===== config.mk =====
export PLATFORM = sky130hd
export DESIGN_NAME = lsb_stego_extractor_top
export DESIGN_NICKNAME = d
export VERILOG_FILES = /design/src/hw/rtl/lsbse_pkg.sv /design/src/hw/rtl/lsbse_in_reg.sv /design/src/hw/rtl/lsbse_decoder.sv /design/src/hw/rtl/lsbse_out_reg.sv /design/src/hw/rtl/lsb_stego_extractor_top.sv
export VERILOG_INCLUDE_DIRS = /design/src /design/src/hw/rtl
export SDC_FILE = /design/constraint.sdc
export NUM_CORES = 1
export LEC_CHECK = 0
export ABC_AREA = 1
export BUFFER_PORTS_ARGS = -buffer_cell sky130_fd_sc_hd__buf_2
export CAP_MARGIN = 20
export CORE_MARGIN = 5
export CORE_UTILIZATION = 47
export DETAILED_ROUTE_END_ITERATION = 8
export PLACE_DENSITY = 0.76
export SYNTH_ARGS = -nofsm -noshare
export SYNTH_HDL_FRONTEND = slang
export SYNTH_SLANG_ARGS = --single-unit

===== constraint.sdc =====
create_clock -name clk -period 10 [get_ports clk]
set_input_delay 1 -clock clk [delete_from_list [all_inputs] [get_ports clk]]
set_output_delay 1 -clock clk [all_outputs]
set_load 0.005 [all_outputs]

===== src/hw/rtl/lsb_stego_extractor_top_macros.svh =====
// ----------------------------------------------------------------------------
// LSB stego extractor assertion macros
// Concurrent assertion shorthands used by the extractor top.
// ----------------------------------------------------------------------------
`ifndef LSB_STEGO_EXTRACTOR_TOP_MACROS_SVH
`define LSB_STEGO_EXTRACTOR_TOP_MACROS_SVH

// Same-cycle implication, disabled in reset.
`define LSBSE_ASSERT_IMPL(label, clk, rst, ante, cons, msg) \
  label: assert property (@(posedge clk) disable iff (rst) (ante) |-> (cons)) \
    else $error(msg);

// Next-cycle implication, disabled in reset.
`define LSBSE_ASSERT_NEXT(label, clk, rst, ante, cons, msg) \
  label: assert property (@(posedge clk) disable iff (rst) (ante) |=> (cons)) \
    else $error(msg);

`endif


===== src/hw/rtl/lsbse_pkg.sv =====
// ----------------------------------------------------------------------------
// LSB stego extractor package
// Shared types and constants for the extractor datapath.
// ----------------------------------------------------------------------------
package lsbse_pkg;

  typedef enum logic [2:0] {
    PH_BEGIN   = 3'd0,
    PH_FLAGS   = 3'd1,
    PH_SIZE    = 3'd2,
    PH_PAYLOAD = 3'd3,
    PH_EXT     = 3'd4,
    PH_DONE    = 3'd5
  } phase_t;

  localparam logic [1:0] MODE_LSB1 = 2'd0;
  localparam logic [1:0] MODE_LSB4 = 2'd1;
  localparam logic [1:0] MODE_LSBI = 2'd2;

  localparam logic [1:0] PART_PAYLOAD = 2'd0;
  localparam logic [1:0] PART_EXT     = 2'd1;
  localparam logic [1:0] PART_EMPTY   = 2'd2;

  localparam logic REG_MODE   = 1'b0;
  localparam logic REG_NO_EXT = 1'b1;

  localparam logic [7:0] NIBBLE_MASK = 8'h0F;
  localparam logic [7:0] SEL_MASK    = 8'h06;

  typedef struct packed {
    logic [7:0] carrier_byte;
    logic       start_of_image;
  } item_t;

  typedef struct packed {
    logic [1:0] mode;
    logic       no_extension;
  } cfg_t;

  typedef struct packed {
    logic [7:0]  data_byte;
    logic [1:0]  part;
    logic        last;
    logic [31:0] payload_length;
    logic        error;
  } result_t;

endpackage


===== src/hw/rtl/lsbse_in_reg.sv =====
// ----------------------------------------------------------------------------
// LSB stego extractor input register
// Holds one carrier transaction ahead of the decoder.
// ----------------------------------------------------------------------------
module lsbse_in_reg (
  input  logic           clk,
  input  logic           rst,
  input  logic           in_valid,
  output logic           in_stall,
  input  lsbse_pkg::item_t in_item,
  output logic           q_valid,
  output lsbse_pkg::item_t q_item,
  input  logic           take
);

  logic load;

  assign in_stall = q_valid && !take;
  assign load     = in_valid && !in_stall;

  always_ff @(posedge clk) begin
    if (rst) begin
      q_valid <= 1'b0;
    end else if (load) begin
      q_valid <= 1'b1;
    end else if (take) begin
      q_valid <= 1'b0;
    end
  end

  always_ff @(posedge clk) begin
    if (load) begin
      q_item <= in_item;
    end
  end

endmodule


===== src/hw/rtl/lsbse_decoder.sv =====
// ----------------------------------------------------------------------------
// LSB stego extractor decoder
// Message state and the per-byte decode, one carrier byte per fire.
// ----------------------------------------------------------------------------
module lsbse_decoder #(
  parameter int MAX_EXTENSION = 8
) (
  input  logic               clk,
  input  logic               rst,
  input  lsbse_pkg::cfg_t    cfg,
  input  logic               fire,
  input  lsbse_pkg::item_t   item,
  output logic               emit,
  output lsbse_pkg::result_t result
);

  localparam int EXT_W = $clog2(MAX_EXTENSION + 1);

  lsbse_pkg::phase_t phase, phase_next, ph;
  logic [1:0]       flag_index, flag_index_next, fi;
  logic [3:0]       invert_flags, invert_flags_next, inv;
  logic [7:0]       shift_byte, shift_byte_next, sh;
  logic [2:0]       piece_count, piece_count_next, pc;
  logic [31:0]      length_reg, length_reg_next, len;
  logic [31:0]      byte_count, byte_count_next, bc;
  logic [EXT_W-1:0] extension_count, extension_count_next, ec;

  logic [7:0]  b;
  logic [7:0]  got;
  logic        full;
  logic        bit_in;
  logic [31:0] bc_inc;

  assign b = item.carrier_byte;

  // Piece extraction; got is the shift register with this piece in.
  always_comb begin
    bit_in = b[0];
    if (cfg.mode == lsbse_pkg::MODE_LSB4) begin
      got  = {sh[3:0], 4'(b & lsbse_pkg::NIBBLE_MASK)};
      full = (pc >= 3'd1);
    end else begin
      if (cfg.mode == lsbse_pkg::MODE_LSBI) begin
        // bits 2..1 pick the inversion flag for this byte
        bit_in = b[0] ^ inv[2'((b & lsbse_pkg::SEL_MASK) >> 1)];
      end
      got  = {sh[6:0], bit_in};
      full = (pc >= 3'd7);
    end
  end

  always_comb begin
    // sof clears state before this byte is decoded
    ph  = item.start_of_image ? lsbse_pkg::PH_BEGIN : phase;
    fi  = item.start_of_image ? 2'd0 : flag_index;
    inv = item.start_of_image ? 4'd0 : invert_flags;
    sh  = item.start_of_image ? 8'd0 : shift_byte;
    pc  = item.start_of_image ? 3'd0 : piece_count;
    len = item.start_of_image ? 32'd0 : length_reg;
    bc  = item.start_of_image ? 32'd0 : byte_count;
    ec  = item.start_of_image ? '0 : extension_count;
    if (ph == lsbse_pkg::PH_BEGIN) begin
      ph = (cfg.mode == lsbse_pkg::MODE_LSBI) ? lsbse_pkg::PH_FLAGS : lsbse_pkg::PH_SIZE;
    end
  end

  always_comb begin
    phase_next           = ph;
    flag_index_next      = fi;
    invert_flags_next    = inv;
    shift_byte_next      = sh;
    piece_count_next     = pc;
    length_reg_next      = len;
    byte_count_next      = bc;
    extension_count_next = ec;
    bc_inc               = bc + 32'd1;
    emit                 = 1'b0;
    result.data_byte     = got;
    result.part          = lsbse_pkg::PART_PAYLOAD;
    result.last          = 1'b0;
    result.error         = 1'b0;

    if (ph == lsbse_pkg::PH_SIZE || ph == lsbse_pkg::PH_PAYLOAD ||
        ph == lsbse_pkg::PH_EXT) begin
      shift_byte_next  = full ? 8'd0 : got;
      piece_count_next = full ? 3'd0 : pc + 3'd1;
    end

    case (ph)
      lsbse_pkg::PH_FLAGS: begin
        invert_flags_next[fi] = b[0];
        if (fi == 2'd3) begin
          flag_index_next = 2'd0;
          phase_next      = lsbse_pkg::PH_SIZE;
        end else begin
          flag_index_next = fi + 2'd1;
        end
      end
      lsbse_pkg::PH_SIZE: begin
        if (full) begin
          length_reg_next = {len[23:0], got};
          if (bc_inc < 32'd4) begin
            byte_count_next = bc_inc;
          end else begin
            byte_count_next = 32'd0;
            if (length_reg_next != 32'd0) begin
              phase_next = lsbse_pkg::PH_PAYLOAD;
            end else if (cfg.no_extension) begin
              phase_next       = lsbse_pkg::PH_DONE;
              emit             = 1'b1;
              result.data_byte = 8'd0;
              result.part      = lsbse_pkg::PART_EMPTY;
              result.last      = 1'b1;
            end else begin
              phase_next = lsbse_pkg::PH_EXT;
            end
          end
        end
      end
      lsbse_pkg::PH_PAYLOAD: begin
        if (full) begin
          byte_count_next = bc_inc;
          emit            = 1'b1;
          if (bc_inc >= len) begin
            if (cfg.no_extension) begin
              phase_next  = lsbse_pkg::PH_DONE;
              result.last = 1'b1;
            end else begin
              phase_next = lsbse_pkg::PH_EXT;
            end
          end
        end
      end
      lsbse_pkg::PH_EXT: begin
        if (full) begin
          extension_count_next = ec + EXT_W'(1);
          emit                 = 1'b1;
          result.part          = lsbse_pkg::PART_EXT;
          if (got == 8'd0) begin
            phase_next  = lsbse_pkg::PH_DONE;
            result.last = 1'b1;
          end else if (extension_count_next >= EXT_W'(MAX_EXTENSION)) begin
            phase_next   = lsbse_pkg::PH_DONE;
            result.last  = 1'b1;
            result.error = 1'b1;
          end
        end
      end
      default: begin
        // finished or unused codes: byte ignored
        phase_next = lsbse_pkg::PH_DONE;
      end
    endcase

    result.payload_length = length_reg_next;
  end

  always_ff @(posedge clk) begin
    if (rst) begin
      phase           <= lsbse_pkg::PH_BEGIN;
      flag_index      <= 2'd0;
      invert_flags    <= 4'd0;
      shift_byte      <= 8'd0;
      piece_count     <= 3'd0;
      length_reg      <= 32'd0;
      byte_count      <= 32'd0;
      extension_count <= '0;
    end else if (fire) begin
      phase           <= phase_next;
      flag_index      <= flag_index_next;
      invert_flags    <= invert_flags_next;
      shift_byte      <= shift_byte_next;
      piece_count     <= piece_count_next;
      length_reg      <= length_reg_next;
      byte_count      <= byte_count_next;
      extension_count <= extension_count_next;
    end
  end

endmodule


===== src/hw/rtl/lsbse_out_reg.sv =====
// ----------------------------------------------------------------------------
// LSB stego extractor output register
// Holds one result transaction until the sink takes it.
// ----------------------------------------------------------------------------
module lsbse_out_reg (
  input  logic               clk,
  input  logic               rst,
  input  logic               load,
  input  lsbse_pkg::result_t d,
  output logic               free,
  output logic               out_valid,
  input  logic               out_stall,
  output lsbse_pkg::result_t q
);

  assign free = !out_valid || !out_stall;

  always_ff @(posedge clk) begin
    if (rst) begin
      out_valid <= 1'b0;
    end else if (free) begin
      out_valid <= load;
    end
  end

  always_ff @(posedge clk) begin
    if (free && load) begin
      q <= d;
    end
  end

endmodule


===== src/hw/rtl/lsb_stego_extractor_top.sv =====
// ----------------------------------------------------------------------------
// LSB stego extractor
// Recovers a hidden message from the LSBs of carrier pixel bytes.
// ----------------------------------------------------------------------------
//
//  channel  direction  handshake              payload
//  -------  ---------  ---------------------  -----------------------------------
//  in       sink       in_valid / in_stall    carrier_byte, start_of_image
//  out      source     out_valid / out_stall  data_byte, part, last,
//                                             payload_length, error
//  cfg      sink       cfg_we                 cfg_index, cfg_data
//
//  One carrier byte per cycle while out is not stalled; a result passes through the
//  input register, then is decoded into the output register.
//  The decoder state loop (shift byte, counters, phase) updates on each fire.
//  Reset is synchronous: phase returns to begin, counters and flags clear,
//  mode and no_extension clear to zero. No clearing pass is needed.
//  A stall on out holds the decoder; in stalls only once its register is full.
//
`include "lsb_stego_extractor_top_macros.svh"

module lsb_stego_extractor_top #(
  parameter int MAX_EXTENSION = 8
) (
  input  logic        clk,
  input  logic        rst,
  // carrier transactions
  input  logic        in_valid,
  output logic        in_stall,
  input  logic [7:0]  carrier_byte,
  input  logic        start_of_image,
  // result transactions
  output logic        out_valid,
  input  logic        out_stall,
  output logic [7:0]  data_byte,
  output logic [1:0]  part,
  output logic        last,
  output logic [31:0] payload_length,
  output logic        error,
  // configuration writes
  input  logic        cfg_we,
  input  logic        cfg_index,
  input  logic [1:0]  cfg_data
);

  lsbse_pkg::cfg_t    cfg;
  lsbse_pkg::item_t   in_item;
  lsbse_pkg::item_t   q_item;
  lsbse_pkg::result_t dec_result;
  lsbse_pkg::result_t out_result;
  logic               q_valid;
  logic               out_free;
  logic               fire;
  logic               emit;

  // Configuration registers; the user must write them only while the block is idle (not enforced here).
  always_ff @(posedge clk) begin
    if (rst) begin
      cfg <= '0;
    end else if (cfg_we) begin
      case (cfg_index)
        lsbse_pkg::REG_MODE:   cfg.mode         <= cfg_data;
        lsbse_pkg::REG_NO_EXT: cfg.no_extension <= cfg_data[0];
        default: ;
      endcase
    end
  end

  assign in_item.carrier_byte   = carrier_byte;
  assign in_item.start_of_image = start_of_image;

  // A held byte is decoded whenever the output register can take a result.
  assign fire = q_valid && out_free;

  lsbse_in_reg u_in_reg (
    .clk      (clk),
    .rst      (rst),
    .in_valid (in_valid),
    .in_stall (in_stall),
    .in_item  (in_item),
    .q_valid  (q_valid),
    .q_item   (q_item),
    .take     (fire)
  );

  lsbse_decoder #(
    .MAX_EXTENSION (MAX_EXTENSION)
  ) u_decoder (
    .clk    (clk),
    .rst    (rst),
    .cfg    (cfg),
    .fire   (fire),
    .item   (q_item),
    .emit   (emit),
    .result (dec_result)
  );

  lsbse_out_reg u_out_reg (
    .clk       (clk),
    .rst       (rst),
    .load      (fire && emit),
    .d         (dec_result),
    .free      (out_free),
    .out_valid (out_valid),
    .out_stall (out_stall),
    .q         (out_result)
  );

  assign data_byte      = out_result.data_byte;
  assign part           = out_result.part;
  assign last           = out_result.last;
  assign payload_length = out_result.payload_length;
  assign error          = out_result.error;

  // Assertions
  `LSBSE_ASSERT_IMPL(a_stall_needs_held, clk, rst, in_stall, q_valid,
                     "stall with empty input register")
  `LSBSE_ASSERT_IMPL(a_error_is_last, clk, rst, out_valid && error,
                     last && (part == lsbse_pkg::PART_EXT),
                     "error not on last extension byte")
  `LSBSE_ASSERT_IMPL(a_payload_len, clk, rst,
                     out_valid && (part == lsbse_pkg::PART_PAYLOAD),
                     payload_length != 32'd0, "payload byte with zero length")
  `LSBSE_ASSERT_NEXT(a_marker_ends, clk, rst,
                     out_valid && !out_stall && (part == lsbse_pkg::PART_EMPTY),
                     !out_valid || start_of_image || $past(q_item.start_of_image),
                     "result after empty marker")

endmodule

==> results.md <==
* Worst slew margin at 32.5%
* Status: finished, final reports clean
* Startpoint types: flop
* CP required at 10070 ps
* Multi-input logic area at 4770 µm²
* Post-CTS Hold Buffers at 0
* Routed WL at 23.8 mm
* Fraction of final layout cells sized beyond drive strength 1 at 11.1%
* Largest net degree at the start of global routing at 101
* Met2 GRT Util at 34.5%
* Vias at 8913
* Distinct cells, synth at 39
* GRT Total Usage at 21.3%
* Crit path time final at 4970 ps
* Worst-path clk slew at 60 ps
* Most frequent cells in the layout: nand2_1 (267), inv_1 (209), nor2_1 (197), o21ai_0 (120), dfxtp_1 (92)
* Layout Skew at 14.3 ps
* Starting Density at 47.5%
* Pre-antenna DRT Iters at 6
* Drt drc at 0
* GPL Wtd Cong at 0.943
* Final Max Tran Viols at 0
* Power Dens Cells at 147 nW/µm²
* Max reg flops at 44
* Final HPWL DP at 16.0 mm
* CTS tree: built
* Nets at 1456
* GR Util met3 at 3.15%
* Die height at 150 µm
* Final Util at 52.4%
* CTS Buffer Depth at 2
* Clock latency on the worst-skew pair at 430 ps
* Period utilization at 49.7%
* Post-CTS Setup Bufs at 0
* Register area share after synthesis at 36.0%
* Area delta synth->final at 10.2%
* Cell Area, Synth at 9220 µm²
* M1 GR Usage at 29.0%
* Post-route ant nets at 0
* HP Class: flop to flop
* Ant diodes at 0
* Std-Cell Rows at 51
* Setup TNS at 0 ps
* Yosys warning total at 0
* Resized Gates After CTS at 0
* Port Buffers at 58
* GRT Max-Usage Layer: met2
* Chip Width at 150 µm
* Post-synthesis average cell area at 6.68 µm²
* Core Area at 19400 µm²
* Clock sink total at 141
* 1st-iter DRT viols at 942
* Vias in the first global route at 8020
* H-Tree Depth at 4
* Leakage at 4.82 nW
* Fmax at 0.201 GHz
* Number of fill cells at 1861
* Drt via density at 5.32
* Syn Inst Count at 1379
* Initial antenna violation count at 0
* CP max FO at 100
* Worst vdd ir at 0.000116 V
* Most common cell after layout, fill and taps aside: nand2_1
* Synthesized flop and latch total at 141
* Hold Violations, Final at 0
* First-pass GRT wire length at 38.8 mm
* Final setup fails at 0
* WP data arrival at 5030 ps
* RSZ-0062 raised after global routing: false
* Synthesized Nets at 1436
* I/O pin total at 63
* Remaining Overflow, GRT at 0
* Worst Path Class, Setup: flop to flop
* TritonCTS Buffers at 17
* Die area at 22500 µm²
* Max Cap Viol at 0
* Sequential cell area at 3310 µm²
* CP Capture Type: flop
* Post-DR wirelength/cell at 14.2 µm
* Worst-Margin Slew at 1010 ps
* Root buffer cell: clkbuf_16
## per-layer routing
| layer | share of wire, % | wire, µm |
|---|---|---|
| met5 | 0 | 0 |
| met4 | 2.6 | 622 |
| met3 | 6.3 | 1490 |
| met2 | 46 | 11000 |
| met1 | 45 | 10700 |
## synthesized netlist by cell type, drive strengths merged
| cell | number | area share [%] |
|---|---|---|
| nand2 | 270 | 11 |
| nor2 | 240 | 11 |
| inv | 213 | 8.7 |
| o21ai | 187 | 10 |
| dfxtp | 92 | 20 |
| nand3 | 82 | 5.0 |
| a21oi | 76 | 4.1 |
| edfxtp | 49 | 16 |
| ha | 40 | 5.4 |
| clkbuf | 35 | 1.4 |
| buf | 30 | 2.3 |
| nand4 | 13 | 0.88 |
| a31oi | 11 | 0.75 |
| nor3 | 9 | 0.49 |
| o211ai | 6 | 0.49 |
| xnor2 | 6 | 0.57 |
| a211oi | 4 | 0.33 |
| and2 | 3 | 0.20 |
| nand3b | 3 | 0.24 |
| nor4 | 2 | 0.20 |
| o2111ai | 2 | 0.19 |
| xor2 | 2 | 0.19 |
| a21o | 1 | 0.081 |
| clkinv | 1 | 0.041 |
| mux2 | 1 | 0.12 |
| o21bai | 1 | 0.081 |
## worst paths after layout
path              cells past startpoint  slack [ps]                      start                         to
setup / recovery                     17        5030         u_in_reg.q_item[0]            u_out_reg.q[20]
hold reg to reg                       2         470  u_decoder.invert_flags[0]  u_decoder.invert_flags[0]
hold / removal                        2         470  u_decoder.invert_flags[0]  u_decoder.invert_flags[0]
setup reg to reg                     17        5030         u_in_reg.q_item[0]            u_out_reg.q[20]
## kinds of logic (layout without fill, tap and decap cells)
logic type | after synthesis | count (layout) | synth area share [%]
xor+xnor | 8 | 8 | 0.760
compound gates | 288 | 288 | 16.2
simple gates | 622 | 622 | 29.1
fa+ha+maj | 40 | 40 | 5.43
flops | 141 | 141 | 36.0
buf+inv | 279 | 311 | 12.5
mux | 1 | 1 | 0.122
## stage by stage
step                instance area, µm²  instances  hold WS, ps  power [mW]  worst slack, ps
finish                           10200       1676          467        1.50             5030
global route                     10200       1676          479        1.56             4650
CTS                              10100       1675          470        1.50             4430
detailed placement                9560       1644          460       0.876             4460
global placement                  9560       1644          452       0.871             4450
floorplan                         9220       1379          445       0.829             5860
## worst max-delay path, cell delays in order (launching register included)
cell	delay, ps
edfxtp_1	350
buf_4	290
inv_6	600
nand2_1	210
inv_1	170
ha_1	160
ha_1	140
a31oi_1	40
nand2_1	60
nand2_1	470
nor2_4	590
inv_1	310
nor2_1	220
nand3_1	200
nand2_1	100
nand2_1	70
clkinv_1	60
buf_4	460
## power breakdown
group,internal (mW),switching [mW],total (mW)
clock,0.367,0.259,0.626
combinational,0.0691,0.165,0.234
sequential,0.618,0.0179,0.636
total,1.05,0.442,1.50
## layout make-up
| cell class | count | share of cell area, % |
|---|---|---|
| multi-input cells | 959 | 46.9 |
| repair buffers | 66 | 3.57 |
| flip-flops and latches | 141 | 32.6 |
| inverters | 214 | 7.96 |
| clock inverters | 13 | 1.42 |
| clock buffers | 18 | 4.23 |
| well taps | 265 | 3.26 |
No activity file was read; power rests on OpenSTA's default activity.
